===== src/hdl/tpqc_pkg.sv =====
`timescale 1ns / 1ps

package tpqc_pkg;

  localparam int TICK_W     = 12;
  localparam int DIST_W     = 16;
  localparam int CFG_IDX_W  = 3;
  localparam int CFG_DATA_W = 16;

  localparam int DET_W = 38;
  localparam int SQ_W  = 36;
  localparam int LIN_W = 48;
  localparam int CON_W = 58;
  localparam int PRD_W = 30;
  localparam int ACC_W = 64;
  localparam int MB_W  = 17;
  localparam int REM_W = 66;
  localparam int DEN_W = 39;

  localparam logic [CFG_IDX_W-1:0] REG_NEAR_TICKS      = 3'd0;
  localparam logic [CFG_IDX_W-1:0] REG_NEAR_DISTANCE   = 3'd1;
  localparam logic [CFG_IDX_W-1:0] REG_MIDDLE_TICKS    = 3'd2;
  localparam logic [CFG_IDX_W-1:0] REG_MIDDLE_DISTANCE = 3'd3;
  localparam logic [CFG_IDX_W-1:0] REG_FAR_TICKS       = 3'd4;
  localparam logic [CFG_IDX_W-1:0] REG_FAR_DISTANCE    = 3'd5;

  typedef enum logic [1:0] {
    ST_OK       = 2'd0,
    ST_SINGULAR = 2'd1,
    ST_UNFIT    = 2'd2
  } status_e;

  typedef enum logic {
    CMD_FIT     = 1'b0,
    CMD_MEASURE = 1'b1
  } cmd_e;

  typedef enum logic [3:0] {
    STP_D0, STP_D1,
    STP_A0, STP_A1, STP_A2,
    STP_B0, STP_B1, STP_B2,
    STP_C0, STP_C1, STP_C2, STP_C3, STP_C4, STP_C5,
    STP_M0, STP_M1
  } step_e;

  typedef enum logic [2:0] {
    BK_IDLE,
    BK_LOAD,
    BK_MUL,
    BK_DIV_CHK,
    BK_DIV_SAT,
    BK_DIV,
    BK_DONE
  } back_state_e;

  typedef struct packed {
    logic              kind;
    logic [TICK_W-1:0] ticks;
  } in_t;

  typedef struct packed {
    logic [DIST_W-1:0] distance;
    logic [1:0]        status;
  } out_t;

  typedef struct packed {
    cmd_e              cmd;
    logic [TICK_W-1:0] ticks;
  } q_entry_t;

  typedef struct packed {
    logic [TICK_W-1:0] x0;
    logic [DIST_W-1:0] y0;
    logic [TICK_W-1:0] x1;
    logic [DIST_W-1:0] y1;
    logic [TICK_W-1:0] x2;
    logic [DIST_W-1:0] y2;
  } cal_t;

endpackage


===== src/hdl/tpqc_front.sv =====
`timescale 1ns / 1ps

module tpqc_front #(
  parameter int TICK_BITS = 12
) (
  input  logic               clk_i,
  input  logic               rst_ni,
  input  logic               start,
  output logic               busy,
  input  tpqc_pkg::in_t      in_i,
  output logic               q_valid_o,
  input  logic               q_ready_i,
  output tpqc_pkg::q_entry_t q_entry_o
);

  localparam logic [tpqc_pkg::TICK_W-1:0] TMASK =
    tpqc_pkg::TICK_W'((1 << TICK_BITS) - 1);

  tpqc_pkg::q_entry_t entry_q [2];
  tpqc_pkg::q_entry_t entry_in;
  logic               wr_ptr_q, rd_ptr_q;
  logic [1:0]         count_q;
  logic               push, pop;

  always_comb begin
    entry_in.cmd   = in_i.kind ? tpqc_pkg::CMD_MEASURE : tpqc_pkg::CMD_FIT;
    entry_in.ticks = in_i.ticks & TMASK;
  end

  assign busy      = (count_q == 2'd2);
  assign push      = start && !busy;
  assign q_valid_o = (count_q != 2'd0);
  assign pop       = q_valid_o && q_ready_i;
  assign q_entry_o = entry_q[rd_ptr_q];

  always_ff @(posedge clk_i or negedge rst_ni) begin
    if (!rst_ni) begin
      wr_ptr_q <= 1'b0;
      rd_ptr_q <= 1'b0;
      count_q  <= 2'd0;
    end else begin
      if (push) wr_ptr_q <= !wr_ptr_q;
      if (pop) rd_ptr_q <= !rd_ptr_q;
      count_q <= count_q + 2'(push) - 2'(pop);
    end
  end

  always_ff @(posedge clk_i) begin
    if (push) entry_q[wr_ptr_q] <= entry_in;
  end

endmodule


===== src/hdl/tpqc_back.sv =====
`timescale 1ns / 1ps

module tpqc_back #(
  parameter int DIST_BITS = 16
) (
  input  logic               clk_i,
  input  logic               rst_ni,
  input  logic               q_valid_i,
  output logic               q_ready_o,
  input  tpqc_pkg::q_entry_t q_entry_i,
  input  tpqc_pkg::cal_t     cal_i,
  output logic               done_o,
  output tpqc_pkg::out_t     res_o
);

  localparam int QB    = DIST_BITS + 1;
  localparam int DCW   = $clog2(QB);
  localparam int CNT_W = $clog2(tpqc_pkg::MB_W);
  localparam logic [tpqc_pkg::DIST_W-1:0] DMAX =
    tpqc_pkg::DIST_W'((1 << DIST_BITS) - 1);

  tpqc_pkg::back_state_e state_q, state_d;
  tpqc_pkg::step_e       step_q;
  tpqc_pkg::status_e     fit_q;
  logic [CNT_W-1:0]      cnt_q;
  logic [DCW-1:0]        dcnt_q;

  logic signed [tpqc_pkg::ACC_W-1:0] acc_q, a_q, t0_q;
  logic        [tpqc_pkg::MB_W-1:0]  b_q;
  logic signed [tpqc_pkg::PRD_W-1:0] p0_q, p1_q, p2_q;
  logic signed [tpqc_pkg::DET_W-1:0] det_q;
  logic signed [tpqc_pkg::SQ_W-1:0]  sq_q;
  logic signed [tpqc_pkg::LIN_W-1:0] lin_q;
  logic signed [tpqc_pkg::CON_W-1:0] con_q;
  logic        [tpqc_pkg::TICK_W-1:0] tk_q;
  logic        [tpqc_pkg::REM_W-1:0] rem_q, sub_q;
  logic        [QB-1:0]              quo_q;
  tpqc_pkg::out_t                    res_q;

  logic signed [tpqc_pkg::TICK_W:0]  d01, d02, d12;
  logic        [tpqc_pkg::TICK_W:0]  s01, s02, s12;
  logic signed [tpqc_pkg::ACC_W-1:0] op_a, addend, prod, nn;
  logic signed [tpqc_pkg::MB_W-1:0]  op_b;
  logic        [tpqc_pkg::DEN_W-1:0] dd;
  logic                              last_bit, mul_done, sat, ge;
  logic        [QB-1:0]              q_fin;
  logic        [tpqc_pkg::MB_W-1:0]  q_ext;

  always_comb begin
    d01 = $signed({1'b0, cal_i.x0}) - $signed({1'b0, cal_i.x1});
    d02 = $signed({1'b0, cal_i.x0}) - $signed({1'b0, cal_i.x2});
    d12 = $signed({1'b0, cal_i.x1}) - $signed({1'b0, cal_i.x2});
    s01 = {1'b0, cal_i.x0} + {1'b0, cal_i.x1};
    s02 = {1'b0, cal_i.x0} + {1'b0, cal_i.x2};
    s12 = {1'b0, cal_i.x1} + {1'b0, cal_i.x2};
  end

  always_comb begin
    op_a = '0;
    op_b = '0;
    unique case (step_q)
      tpqc_pkg::STP_D0: begin op_a = 64'(d01); op_b = 17'(d02); end
      tpqc_pkg::STP_D1: begin op_a = t0_q; op_b = 17'(d12); end
      tpqc_pkg::STP_A0: begin op_a = 64'(cal_i.y0); op_b = 17'(d12); end
      tpqc_pkg::STP_A1: begin op_a = 64'(cal_i.y1); op_b = 17'(d02); end
      tpqc_pkg::STP_A2: begin op_a = 64'(cal_i.y2); op_b = 17'(d01); end
      tpqc_pkg::STP_B0: begin op_a = 64'(p0_q); op_b = 17'(s12); end
      tpqc_pkg::STP_B1: begin op_a = 64'(p1_q); op_b = 17'(s02); end
      tpqc_pkg::STP_B2: begin op_a = 64'(p2_q); op_b = 17'(s01); end
      tpqc_pkg::STP_C0: begin op_a = 64'(p0_q); op_b = 17'(cal_i.x1); end
      tpqc_pkg::STP_C1: begin op_a = t0_q; op_b = 17'(cal_i.x2); end
      tpqc_pkg::STP_C2: begin op_a = 64'(p1_q); op_b = 17'(cal_i.x0); end
      tpqc_pkg::STP_C3: begin op_a = t0_q; op_b = 17'(cal_i.x2); end
      tpqc_pkg::STP_C4: begin op_a = 64'(p2_q); op_b = 17'(cal_i.x0); end
      tpqc_pkg::STP_C5: begin op_a = t0_q; op_b = 17'(cal_i.x1); end
      tpqc_pkg::STP_M0: begin op_a = 64'(sq_q); op_b = 17'(tk_q); end
      tpqc_pkg::STP_M1: begin op_a = t0_q + 64'(lin_q); op_b = 17'(tk_q); end
      default: ;
    endcase
  end

  // serial signed multiply, top bit of b has negative weight
  assign last_bit = (cnt_q == CNT_W'(tpqc_pkg::MB_W - 1));
  assign addend   = b_q[0] ? (last_bit ? -a_q : a_q) : '0;
  assign prod     = acc_q + addend;
  assign mul_done = (state_q == tpqc_pkg::BK_MUL) && last_bit;

  always_comb begin
    nn = det_q[tpqc_pkg::DET_W-1] ? -t0_q : t0_q;
    dd = det_q[tpqc_pkg::DET_W-1] ? -tpqc_pkg::DEN_W'(det_q) : tpqc_pkg::DEN_W'(det_q);
  end

  assign sat   = rem_q >= (sub_q << QB);
  assign ge    = rem_q >= sub_q;
  assign q_fin = {quo_q[QB-2:0], ge};
  assign q_ext = tpqc_pkg::MB_W'(q_fin);

  always_comb begin
    state_d = state_q;
    unique case (state_q)
      tpqc_pkg::BK_IDLE: begin
        if (q_valid_i) begin
          if (q_entry_i.cmd == tpqc_pkg::CMD_FIT || fit_q == tpqc_pkg::ST_OK) begin
            state_d = tpqc_pkg::BK_LOAD;
          end else begin
            state_d = tpqc_pkg::BK_DONE;
          end
        end
      end
      tpqc_pkg::BK_LOAD: state_d = tpqc_pkg::BK_MUL;
      tpqc_pkg::BK_MUL: begin
        if (last_bit) begin
          if (step_q == tpqc_pkg::STP_C5) state_d = tpqc_pkg::BK_DONE;
          else if (step_q == tpqc_pkg::STP_M1) state_d = tpqc_pkg::BK_DIV_CHK;
          else state_d = tpqc_pkg::BK_LOAD;
        end
      end
      tpqc_pkg::BK_DIV_CHK: begin
        if (nn[tpqc_pkg::ACC_W-1]) state_d = tpqc_pkg::BK_DONE;
        else state_d = tpqc_pkg::BK_DIV_SAT;
      end
      tpqc_pkg::BK_DIV_SAT: begin
        if (sat) state_d = tpqc_pkg::BK_DONE;
        else state_d = tpqc_pkg::BK_DIV;
      end
      tpqc_pkg::BK_DIV: begin
        if (dcnt_q == '0) state_d = tpqc_pkg::BK_DONE;
      end
      tpqc_pkg::BK_DONE: state_d = tpqc_pkg::BK_IDLE;
      default: state_d = tpqc_pkg::BK_IDLE;
    endcase
  end

  always_comb begin
    q_ready_o = (state_q == tpqc_pkg::BK_IDLE);
    done_o    = (state_q == tpqc_pkg::BK_DONE);
    res_o     = res_q;
  end

  always_ff @(posedge clk_i or negedge rst_ni) begin
    if (!rst_ni) begin
      state_q <= tpqc_pkg::BK_IDLE;
      fit_q   <= tpqc_pkg::ST_UNFIT;
    end else begin
      state_q <= state_d;
      if (mul_done && step_q == tpqc_pkg::STP_C5) begin
        fit_q <= (det_q == '0) ? tpqc_pkg::ST_SINGULAR : tpqc_pkg::ST_OK;
      end
    end
  end

  always_ff @(posedge clk_i) begin
    case (state_q)
      tpqc_pkg::BK_IDLE: begin
        tk_q   <= q_entry_i.ticks;
        step_q <= (q_entry_i.cmd == tpqc_pkg::CMD_FIT) ? tpqc_pkg::STP_D0
                                                       : tpqc_pkg::STP_M0;
        res_q.distance <= '0;
        res_q.status   <= fit_q;
      end
      tpqc_pkg::BK_LOAD: begin
        acc_q <= '0;
        a_q   <= op_a;
        b_q   <= op_b;
        cnt_q <= '0;
      end
      tpqc_pkg::BK_MUL: begin
        acc_q <= prod;
        a_q   <= a_q <<< 1;
        b_q   <= b_q >> 1;
        cnt_q <= cnt_q + CNT_W'(1);
        if (last_bit) begin
          step_q <= tpqc_pkg::step_e'(step_q + 4'd1);
          case (step_q)
            tpqc_pkg::STP_D0: t0_q  <= prod;
            tpqc_pkg::STP_D1: det_q <= prod[tpqc_pkg::DET_W-1:0];
            tpqc_pkg::STP_A0: begin
              p0_q <= prod[tpqc_pkg::PRD_W-1:0];
              sq_q <= prod[tpqc_pkg::SQ_W-1:0];
            end
            tpqc_pkg::STP_A1: begin
              p1_q <= prod[tpqc_pkg::PRD_W-1:0];
              sq_q <= sq_q - prod[tpqc_pkg::SQ_W-1:0];
            end
            tpqc_pkg::STP_A2: begin
              p2_q <= prod[tpqc_pkg::PRD_W-1:0];
              sq_q <= sq_q + prod[tpqc_pkg::SQ_W-1:0];
            end
            tpqc_pkg::STP_B0: lin_q <= -prod[tpqc_pkg::LIN_W-1:0];
            tpqc_pkg::STP_B1: lin_q <= lin_q + prod[tpqc_pkg::LIN_W-1:0];
            tpqc_pkg::STP_B2: lin_q <= lin_q - prod[tpqc_pkg::LIN_W-1:0];
            tpqc_pkg::STP_C0, tpqc_pkg::STP_C2, tpqc_pkg::STP_C4,
            tpqc_pkg::STP_M0: t0_q <= prod;
            tpqc_pkg::STP_C1: con_q <= prod[tpqc_pkg::CON_W-1:0];
            tpqc_pkg::STP_C3: con_q <= con_q - prod[tpqc_pkg::CON_W-1:0];
            tpqc_pkg::STP_C5: begin
              con_q          <= con_q + prod[tpqc_pkg::CON_W-1:0];
              res_q.distance <= '0;
              res_q.status   <= (det_q == '0) ? tpqc_pkg::ST_SINGULAR : tpqc_pkg::ST_OK;
            end
            tpqc_pkg::STP_M1: t0_q <= prod + 64'(con_q);
            default: ;
          endcase
        end
      end
      tpqc_pkg::BK_DIV_CHK: begin
        rem_q          <= {1'b0, nn, 1'b0} + tpqc_pkg::REM_W'(dd);
        sub_q          <= tpqc_pkg::REM_W'({dd, 1'b0});
        res_q.distance <= '0;
        res_q.status   <= tpqc_pkg::ST_OK;
      end
      tpqc_pkg::BK_DIV_SAT: begin
        sub_q          <= sub_q << (QB - 1);
        quo_q          <= '0;
        dcnt_q         <= DCW'(QB - 1);
        res_q.distance <= DMAX;
      end
      tpqc_pkg::BK_DIV: begin
        if (ge) rem_q <= rem_q - sub_q;
        sub_q  <= sub_q >> 1;
        quo_q  <= q_fin;
        dcnt_q <= dcnt_q - DCW'(1);
        res_q.distance <= (q_ext > tpqc_pkg::MB_W'(DMAX)) ? DMAX
                                                         : tpqc_pkg::DIST_W'(q_fin);
      end
      default: ;
    endcase
  end

endmodule


===== src/hdl/three_point_quadratic_calibration.sv =====
`timescale 1ns / 1ps
// Three-point quadratic range calibration.
// Config channel: cfg_valid_i/cfg_ready_o with cfg_index_i and cfg_data_i;
// indexes 0..5 are near/middle/far ticks and distances, others are dropped.
// cfg_ready_o is always high. Write config only while the block is idle.
// Command channel: an item transfers when start is high and busy is low.
// kind 0 fits the quadratic from the calibration registers, kind 1 converts
// a tick count. Items go through a two-entry queue to the arithmetic engine.
// Each item gives one result on res_o, flagged by done_o for one cycle; the
// receiver cannot stall and must take it then.
// Products come from one shared shift-add multiplier and quotients from a
// one-bit-per-cycle divider. A fit takes 14 products; a measure takes two
// products and a division, which stops early when the value is negative
// (distance 0) or far above range (saturated); a measure with no valid fit
// skips the arithmetic. Items are processed one at a time; a queued item waits.
// After reset all calibration registers are zero and status reads "not
// fitted" until the first fit item.
module three_point_quadratic_calibration #(
  parameter int TICK_BITS = 12,
  parameter int DIST_BITS = 16
) (
  input  logic                                clk_i,
  input  logic                                rst_ni,
  input  logic                                start,
  output logic                                busy,
  input  tpqc_pkg::in_t                       in_i,
  output logic                                done_o,
  output tpqc_pkg::out_t                      res_o,
  input  logic                                cfg_valid_i,
  output logic                                cfg_ready_o,
  input  logic [tpqc_pkg::CFG_IDX_W-1:0]      cfg_index_i,
  input  logic [tpqc_pkg::CFG_DATA_W-1:0]     cfg_data_i
);

  localparam logic [tpqc_pkg::TICK_W-1:0] TMASK =
    tpqc_pkg::TICK_W'((1 << TICK_BITS) - 1);
  localparam logic [tpqc_pkg::DIST_W-1:0] DMASK =
    tpqc_pkg::DIST_W'((1 << DIST_BITS) - 1);

  tpqc_pkg::cal_t     cal_q, cal_m;
  tpqc_pkg::q_entry_t q_entry;
  logic               q_valid, q_ready, cfg_we;

  assign cfg_ready_o = 1'b1;
  assign cfg_we      = cfg_valid_i && cfg_ready_o;

  always_ff @(posedge clk_i or negedge rst_ni) begin
    if (!rst_ni) begin
      cal_q <= '0;
    end else if (cfg_we) begin
      unique case (cfg_index_i)
        tpqc_pkg::REG_NEAR_TICKS:      cal_q.x0 <= cfg_data_i[tpqc_pkg::TICK_W-1:0];
        tpqc_pkg::REG_NEAR_DISTANCE:   cal_q.y0 <= cfg_data_i;
        tpqc_pkg::REG_MIDDLE_TICKS:    cal_q.x1 <= cfg_data_i[tpqc_pkg::TICK_W-1:0];
        tpqc_pkg::REG_MIDDLE_DISTANCE: cal_q.y1 <= cfg_data_i;
        tpqc_pkg::REG_FAR_TICKS:       cal_q.x2 <= cfg_data_i[tpqc_pkg::TICK_W-1:0];
        tpqc_pkg::REG_FAR_DISTANCE:    cal_q.y2 <= cfg_data_i;
        default: ;
      endcase
    end
  end

  always_comb begin
    cal_m.x0 = cal_q.x0 & TMASK;
    cal_m.x1 = cal_q.x1 & TMASK;
    cal_m.x2 = cal_q.x2 & TMASK;
    cal_m.y0 = cal_q.y0 & DMASK;
    cal_m.y1 = cal_q.y1 & DMASK;
    cal_m.y2 = cal_q.y2 & DMASK;
  end

  tpqc_front #(
    .TICK_BITS(TICK_BITS)
  ) u_front (
    .clk_i     (clk_i),
    .rst_ni    (rst_ni),
    .start     (start),
    .busy      (busy),
    .in_i      (in_i),
    .q_valid_o (q_valid),
    .q_ready_i (q_ready),
    .q_entry_o (q_entry)
  );

  tpqc_back #(
    .DIST_BITS(DIST_BITS)
  ) u_back (
    .clk_i     (clk_i),
    .rst_ni    (rst_ni),
    .q_valid_i (q_valid),
    .q_ready_o (q_ready),
    .q_entry_i (q_entry),
    .cal_i     (cal_m),
    .done_o    (done_o),
    .res_o     (res_o)
  );

  a_done_single: assert property (@(posedge clk_i) disable iff (!rst_ni)
    done_o |=> !done_o)
    else $error("result strobe held longer than one cycle");

  a_bad_status_zero: assert property (@(posedge clk_i) disable iff (!rst_ni)
    (done_o && res_o.status != tpqc_pkg::ST_OK) |-> (res_o.distance == '0))
    else $error("nonzero distance without a valid fit");

  a_queue_holds: assert property (@(posedge clk_i) disable iff (!rst_ni)
    (q_valid && !q_ready) |=> q_valid)
    else $error("queued item lost while engine busy");

  a_pop_leaves_idle: assert property (@(posedge clk_i) disable iff (!rst_ni)
    (q_valid && q_ready) |=> !q_ready)
    else $error("engine still idle in the cycle after a queue pop");

endmodule


===== config.mk =====
export PLATFORM = sky130hd
export DESIGN_NAME = three_point_quadratic_calibration
export DESIGN_NICKNAME = d
export VERILOG_FILES = /design/src/hdl/tpqc_pkg.sv /design/src/hdl/tpqc_front.sv /design/src/hdl/tpqc_back.sv /design/src/hdl/three_point_quadratic_calibration.sv
export SDC_FILE = /design/constraint.sdc
export NUM_CORES = 2
export LEC_CHECK = 0
export BUFFER_PORTS_ARGS = -buffer_cell sky130_fd_sc_hd__buf_2
export CAP_MARGIN = 0
export CORE_UTILIZATION = 50
export CTS_BUF_LIST = sky130_fd_sc_hd__clkbuf_8
export CTS_CLUSTER_SIZE = 8
export DETAILED_ROUTE_END_ITERATION = 7
export GPL_TIMING_DRIVEN = 0
export PLACE_DENSITY = 0.65
export SYNTH_ARGS = -nofsm -noshare
export SYNTH_HDL_FRONTEND = slang
export SYNTH_HIERARCHICAL = 1
export SYNTH_SLANG_ARGS = --single-unit

===== constraint.sdc =====
create_clock -name clk_i -period 22.7 [get_ports clk_i]
set_clock_uncertainty 0.1 [all_clocks]
set_input_delay 2.27 -clock clk_i [delete_from_list [all_inputs] [get_ports clk_i]]
set_output_delay 2.27 -clock clk_i [all_outputs]
set_load 0.005 [all_outputs]

==> flow_summary.ini <==
[global_route]
grt_util_all_layers = 0.391
grt_overflow = 0
grt_pass1_vias = 59100
antenna_found_initial = 21
grt_max_degree = 74
grt_pass1_wl_mm = 390

[clocking]
htree_levels = 4
clkSinkCount = 790
cts_buffer_depth = 3
cts-root-buf = clkbuf_8
cts_resized = 0
clkLatencyLatePin_ps = 920
hold_buffers = 0
numCtsBuffers = 154
post_cts_buffers = 0
path_clk_slew_ps = 60
cts_tree = yes

[timing]
finalSetupTns_ps = 0
rsz0062_at_grt = no
report.final.slew_viol_count = 74
period_minus_slack_ps = 15530
final.period_utilization = 0.684
max_slew_margin = -0.0631
max_freq_mhz = 64.4
worstMarginPinSlew_ps = 1590
hold_viol = 0
worst_slack_ps = 7170
setup_violations = 0

[critical_path]
worstReg2RegEnd = u_back/con_q[57]
cpMaxStageDelayCell = o21ai_0
critPathMostFrequentCell = clkbuf_1
critPathMaxStageDelay_ps = 920
arrival_ps = 16060
critPathLaunchType = register
worst_setup_path_end_kind = register
worstPathMaxFanout = 10
critPathRequiredTime_ps = 23240
crit_type = reg -> reg
r2r_cells = 36
regToRegStartpoint = u_back/cnt_q[0]
r2r_slack_ps = 7170

[outcome]
outcome = complete, but fails checks
violations = capacitance limit, slew limit

[hold_path]
hold_depth = 1
min_from = u_back/fit_q[1]
min_to = u_back/fit_q[1]
hold_path.class = reg -> reg

[placement]
placed_cells = 9281
place_hpwl_mm = 215
io_buffers = 55
gp_congestion = 1.06
dp_worst_setup_slack_ps = 7740

[floorplanning]
initial_core_util = 0.507
ios = 57
die_x_um = 368
core.rowCount = 133
die_area_mm2 = 0.135
core_mm2 = 0.132
die_h_um = 368

[synthesis]
synth_cell_types = 110
ys_seq_area_frac = 0.347
synth_ff_type = edfxtp_1
syn_nets = 8049
ys.warnings.count = 6
synthArstFlopShare = 0.118
synth-seq-cells = 790
synth_top_area_share = 0.312
postSynthAreaPerCell_um2 = 9.00
synthTopCellsByArea = edfxtp_1 31%, ha_1 10%, xnor2_1 5.9%
synth_area_leader_cell = edfxtp_1
synth_edf_count = 697
synthCells = 7442
synth_area_mm2 = 0.0670

[drt]
dr.pass1.iters = 8
totalWireLength_mm = 272
drc_errors = 0
drtAntennaViolNets = 0
routedWlPerCell_um = 28.4
via_count = 62500
drt_iter0_drc = 7242
via_per_inst = 6.53

[cells_and_area]
syn_to_final_growth_pct = 9.10
fillers = 12300
final_layout_size_suffix_gt1_frac = 0.0678
fin_cells = 9571
final_cell_mix = 697 x edfxtp_1, 684 x nor2_1, 650 x a21oi_1
final_common_cell = edfxtp_1
nNetsFinal = 8290
multi_input_area_mm2 = 0.0416
ff_latch_area_mm2 = 0.0233

[job]
max_cap_violations = 7
worst max path at each step:
stage	slack [ps]	start	end
after floorplan	13470	u_back/a_q[4]	u_back/con_q[57]
after global placement	6950	u_back/cnt_q[0]	u_back/con_q[57]
after detailed placement	7740	u_back/cnt_q[0]	u_back/con_q[57]
after CTS	7680	u_back/cnt_q[0]	u_back/con_q[57]
after global routing	7170	u_back/cnt_q[0]	u_back/con_q[57]
final	7170	u_back/cnt_q[0]	u_back/con_q[57]
metrics by stage:
stage	hold WS [ps]	utilization	area, um2
2_1_floorplan	343	-	67000
3_3_place_gp	356	0.526	69500
3_5_place_dp	354	0.531	70100
4_1_cts	361	0.553	73000
5_1_grt	372	0.553	73100
6_report	363	0.553	73100
Yosys cell counts (all sizes together), types with 16 or more instances:
cell	number
a21o	321
inv	271
xor2	275
a211o	16
a21boi	45
mux2i	76
nand2	614
a211oi	68
a41oi	18
o41ai	30
o21ai	528
edfxtp	697
o211ai	34
and2	104
ha	558
nor3	114
a21oi	653
nor2	694
a221oi	69
a221o	20
and4	17
a222oi	30
o21bai	83
a22oi	43
or3	86
nor4	43
nand3	119
nand4	88
o2111ai	18
dfrtp	92
nor2b	77
or2	41
and3	80
o21a	74
clkbuf	270
nand2b	90
or4	27
o31ai	81
o22ai	21
a31oi	52
mux2	103
xnor2	452
buf	49
layer usage:
layer  global-route usage  up-vias  part of all wire
met5                    0        -           0.00029
met4                0.275       12             0.081
met3               0.0849      888              0.10
met2                0.614     3527              0.44
met1                0.477    30000              0.37
li1                     -    28100                 -
critical path, delay by kind of cell, from the launching register on:
kind | cells | cell delay, ps
AOI/OAI and AO/OA | 9 | 4390
xor gates and xnor gates | 2 | 360
adders and majority gates | 4 | 2010
buffers and inverters | 7 | 3230
DFF | 1 | 400
and+or+nand+nor | 14 | 4700
sequential cells by signal, summed over array words and instances (netlist names), 36 cells and up:
register / count
u_back/lin_q: 48
u_back/con_q: 58
u_back/a_q: 64
u_back/sub_q: 66
u_back/acc_q: 64
u_back/sq_q: 36
u_back/rem_q: 66
u_back/det_q: 38
cal_m: 84
u_back/t0_q: 64
area by class of cell:
type	count	area share
Multi-Input combinational cell	6058	0.569
Sequential cell	790	0.318
Clock buffer	167	0.0315
Tap cell	1755	0.0301
Buffer	319	0.0173
Inverter	275	0.0141
Timing Repair Buffer	85	0.0113
Clock inverter	113	0.00806
Antenna cell	9	0.000308
kinds of logic (layout without fill, tap and decap cells):
family	after synthesis	count (layout)	synth area share
other	2	11	0.000112
buffers and inverters	594	959	0.0341
muxes	179	179	0.0292
and+or+nand+nor	2255	2255	0.163
DFF	790	790	0.347
xor gates and xnor gates	727	727	0.0953
AOI/OAI and AO/OA	2324	2324	0.223
adders and majority gates	571	571	0.108
Power is not shown: default switching activity piles up to over one toggle a cycle in this logic, so the estimate is an artifact.
